===== config.mk =====
export PLATFORM = sky130hd
export DESIGN_NAME = bhcb_ctrl
export DESIGN_NICKNAME = d
export VERILOG_FILES = /design/src/rtl/bhcb_pkg.sv /design/src/rtl/bhcb_ctrl.sv
export SDC_FILE = /design/constraint.sdc
export NUM_CORES = 1
export LEC_CHECK = 0
export BUFFER_PORTS_ARGS = -buffer_cell sky130_fd_sc_hd__buf_2
export CAP_MARGIN = 20
export CORE_AREA = 2 2 39 41
export CTS_CLUSTER_DIAMETER = 80
export CTS_CLUSTER_SIZE = 10
export DETAILED_ROUTE_END_ITERATION = 8
export DIE_AREA = 0 0 41 43
export SYNTH_ARGS = -nofsm -noshare
export SYNTH_HDL_FRONTEND = slang
export SYNTH_SLANG_ARGS = --single-unit

===== constraint.sdc =====
create_clock -name clk_i -period 1.36 [get_ports clk_i]
set_input_delay 0.068 -clock clk_i [delete_from_list [all_inputs] [get_ports clk_i]]
set_output_delay 0.068 -clock clk_i [all_outputs]
set_load 0.005 [all_outputs]

===== src/rtl/bhcb_pkg.sv =====
`timescale 1ns / 1ps
`default_nettype none

package bhcb_pkg;

  localparam int unsigned LIMIT_W     = 11;
  localparam int unsigned DATA_W      = 32;
  localparam int unsigned DELTA_W     = 11;
  localparam int unsigned INDEX_W     = 10;
  localparam int unsigned COUNT_W     = 11;
  localparam int unsigned REQ_W       = 3;
  localparam int unsigned MIN_LIMIT   = 8;
  localparam int unsigned LIMIT_RESET = 1000;
  localparam int unsigned APB_AW      = 3;
  localparam int unsigned APB_DW      = 32;

  typedef enum logic [REQ_W-1:0] {
    REQ_PUSH,
    REQ_MOVE,
    REQ_SET,
    REQ_READ,
    REQ_CLEAR
  } req_e;

  typedef struct packed {
    logic load;
    logic trim;
    logic exec;
    logic rd_pair;
    logic rd_tgt;
  } bhcb_cmd_t;

endpackage

`default_nettype wire


===== src/rtl/bhcb_ctrl.sv =====
`timescale 1ns / 1ps
`default_nettype none

module bhcb_ctrl (
  input  wire logic                clk_i,
  input  wire logic                rst_ni,
  input  wire logic                start,
  output logic                     busy,
  output logic                     result_valid_o,
  output bhcb_pkg::bhcb_cmd_t      cmd_o
);

  import bhcb_pkg::*;

  localparam logic [2:0] S_IDLE    = 3'd0;
  localparam logic [2:0] S_TRIM    = 3'd1;
  localparam logic [2:0] S_EXEC    = 3'd2;
  localparam logic [2:0] S_RD_PAIR = 3'd3;
  localparam logic [2:0] S_RD_TGT  = 3'd4;
  localparam logic [2:0] S_DONE    = 3'd5;

  logic [2:0] state_q;
  logic [2:0] state_d;
  logic       accept;

  assign busy           = !((state_q == S_IDLE) || (state_q == S_DONE));
  assign accept         = start && !busy;
  assign result_valid_o = (state_q == S_DONE);

  always_comb begin
    cmd_o         = '0;
    cmd_o.load    = accept;
    cmd_o.trim    = (state_q == S_TRIM);
    cmd_o.exec    = (state_q == S_EXEC);
    cmd_o.rd_pair = (state_q == S_RD_PAIR);
    cmd_o.rd_tgt  = (state_q == S_RD_TGT);
  end

  always_comb begin
    state_d = state_q;
    unique case (state_q)
      S_IDLE:    state_d = accept ? S_TRIM : S_IDLE;
      S_TRIM:    state_d = S_EXEC;
      S_EXEC:    state_d = S_RD_PAIR;
      S_RD_PAIR: state_d = S_RD_TGT;
      S_RD_TGT:  state_d = S_DONE;
      S_DONE:    state_d = accept ? S_TRIM : S_IDLE;
      default:   state_d = S_IDLE;
    endcase
  end

  always_ff @(posedge clk_i or negedge rst_ni) begin
    if (!rst_ni) begin
      state_q <= S_IDLE;
    end else begin
      state_q <= state_d;
    end
  end

`ifndef ASSERT_OFF
  a_cmd_onehot: assert property (@(posedge clk_i) disable iff (!rst_ni)
    $onehot0(cmd_o))
    else $error("controller issued overlapping commands");

  a_trim_then_exec: assert property (@(posedge clk_i) disable iff (!rst_ni)
    cmd_o.trim |=> cmd_o.exec)
    else $error("update step did not follow the trim step");

  a_result_single: assert property (@(posedge clk_i) disable iff (!rst_ni)
    result_valid_o |=> !result_valid_o)
    else $error("result strobe held for more than one cycle");

  a_load_busy: assert property (@(posedge clk_i) disable iff (!rst_ni)
    cmd_o.load |=> busy && !result_valid_o)
    else $error("controller not busy after taking a request");
`endif

endmodule

`default_nettype wire


==> results.md <==
- Final nets: 36
- Top flop regs: state_q: 3 flops
- Routed vias/inst: 3.750
- CP arrival: 1.20 ns
- Htree depth: 1
- Die X: 41 um
- I/O pins: 10
- Clock Skew: 0.002606 ns
- Worst vdd ir: 617.6 uV
- HPWL after detailed placement: 312 um
- Sequential fraction of the synthesis area: 34.29%
- Hold crit path type: in2reg
- WL per Instance: 9.396 um
- Most flop-heavy register: state_q
- Syn_nets: 25
- Row count: 14
- CP Cell Sequence: xnor2_1 > and3b_1 > buf_2
- Syn avg cell area: 9.953 um2
- Synth Cell Area: 219.0 um2
- Worst skew pair latency: 0.24 ns
- Hold Vio Cnt, Final: 0
- Starting Density: 15.82%
- Overall routed net length: 451 um
- Vias: 180
- Synth top area share: 34.29%
- Type of origin of the critical path: register
- Critical Path End Type: output pin
- Final period util: 93.12%
- Antenna violations before repair: 0
- Multi-input logic area: 101.3 um2
- F_max: 789.6 MHz
- Worst relative slew slack: 79.54%
- Share of cells above drive strength 1: 43.75%
- Most frequent cells in the layout: buf_2, clkbuf_4
- CP max stage delay: 0.46 ns
- Clk buf depth: 2
- Top cells by area, synth: dfrtp_1, and3b_1, xnor2_1
- Register area: 76.32 um2
- TritonCTS buffer count: 3
- Overflow left after global routing: 0
- #FFs+latches synth: 3
- CTS tree: yes
- Die Area: 0.001763 mm2
- Slowest CP cell: dfrtp_1
- Post-CTS Setup Bufs: 0
- DR pass1 iterations: 2
- First-pass GRT wire length: 703 um
- Diode count: 0
- Worst-Margin Slew: 0.3069 ns
- Area leader, netlist: dfrtp_1
- Largest net degree at the start of global routing: 11
- I/O Buffers: 9
- Core area: 0.001384 mm2
- Pleak: 0.1385 nW
- Total Routing Usage GR: 6.344%
- Clk sinks: 3
- Worst-path fanout max: 7
- Number of flip-flops in the largest register: 3
- Commonest non-fill, non-tap cell in the layout: buf_2
- Final ANT Viol Nets: 0
- Setup TNS: 0 ns
- Setup CP Type: reg2out
- Synth cell types: 16
- Max-slew violations: 0
- Fill cells: 168
- CP required: 1.29 ns
- Warnings, synthesis: 0
- Outcome: finished, final reports clean
- Setup slack after layout: 0.09353 ns
- Die Y: 43 um
- Clock-pin slew on the worst setup and hold paths: 0.04 ns
- CTS root buf: clkbuf_4
- Routability cong.: 0.6796
- Post-Place Setup Slack: 0.3267 ns
- DR iter-0 viols: 1
- Area delta synth->final: 29.14%
- RSZ-0062 raised after global routing: false
- Synth Instances: 22
- Power per cell area: 2375 mW/mm2
- Max-cap violations: 0
- Minimum clock period: 1.266 ns
- Vias in the first global route: 177
- Final number of setup-violating endpoints: 0
- Detailed-route DRC error count: 0
cells in the mapped netlist:
| library cell | n |
|---|---|
| a221oi_1 | 1 |
| and3b_1 | 2 |
| buf_2 | 1 |
| buf_4 | 1 |
| buf_6 | 1 |
| buf_8 | 1 |
| dfrtp_1 | 3 |
| inv_1 | 1 |
| nand2_1 | 1 |
| nand2b_1 | 1 |
| nor2_1 | 1 |
| nor3_1 | 2 |
| nor3b_1 | 2 |
| nor3b_2 | 1 |
| or2_1 | 1 |
| xnor2_1 | 2 |
worst paths after layout:
kind                       slack, ns  depth (start not counted)  startpoint          to
max in group asynchronous       1.09                          2      rst_ni  state_q[2]
max                             0.09                          3  state_q[0]    cmd_o[4]
min reg2reg                     0.55                          1  state_q[2]  state_q[1]
min in group asynchronous       0.15                          2      rst_ni  state_q[2]
min                             0.13                          3       start  state_q[0]
max reg2reg                     0.35                          2  state_q[1]  state_q[2]
stage by stage:
step           power (mW)  std cells  hold slack (ns)  utilization [%]  instance area [um2]
2_1_floorplan      0.4840         22          -0.2276                -                219.0
3_3_place_gp       0.4975         43          -0.1348            17.72                245.2
3_5_place_dp       0.5142         43          -0.1359            17.72                245.2
4_1_cts            0.6866         48           0.1207            20.34                281.5
5_1_grt            0.7322         48           0.1488            20.43                282.8
6_report           0.6715         48           0.1252            20.43                282.8
worst max-delay path: cells and delay by family (launching register included):
family | cells | cell delay, ns
buf+inv | 1 | 0.11
simple gates | 1 | 0.18
xor+xnor | 1 | 0.21
flops | 1 | 0.46
logic make-up after synthesis:
family          share of synthesized area (%)
flops                                   34.28
xor+xnor                                8.001
compound gates                          4.001
simple gates                            34.28
buf+inv                                 19.42
repair_timing:
action | in CTS | in global routing
hold buffers | 1 | 0
gates resized for setup | 0 | 1
endpoints found under the setup margin | 0 | 1
endpoints found under the hold margin | 3 | 0
layer usage:
layer  wire length (um)  track usage, %  up-vias  part of all wire (%)
met4                 17           8.000        0                   3.8
met1                206           8.442       75                    46
met2                168           6.875       11                    37
met3                 58           1.571        2                    13
met5                  0               0        -                     0
li1                   -               -       92                     -
final cells by class:
type                       instances  area share, %
inverter                           1          1.327
clock buffer                       4          9.292
multi-input combinational         14          35.84
sequential                         3          26.99
timing repair buffer              10          19.47
tap                               16          7.080
power by group:
group	internal, mW	switching [mW]
combinational	0.170	0.106
clock	0.110	0.0537
sequential	0.133	0.0976
total	0.414	0.258
Note: power is estimated with default switching activity, not from simulation.
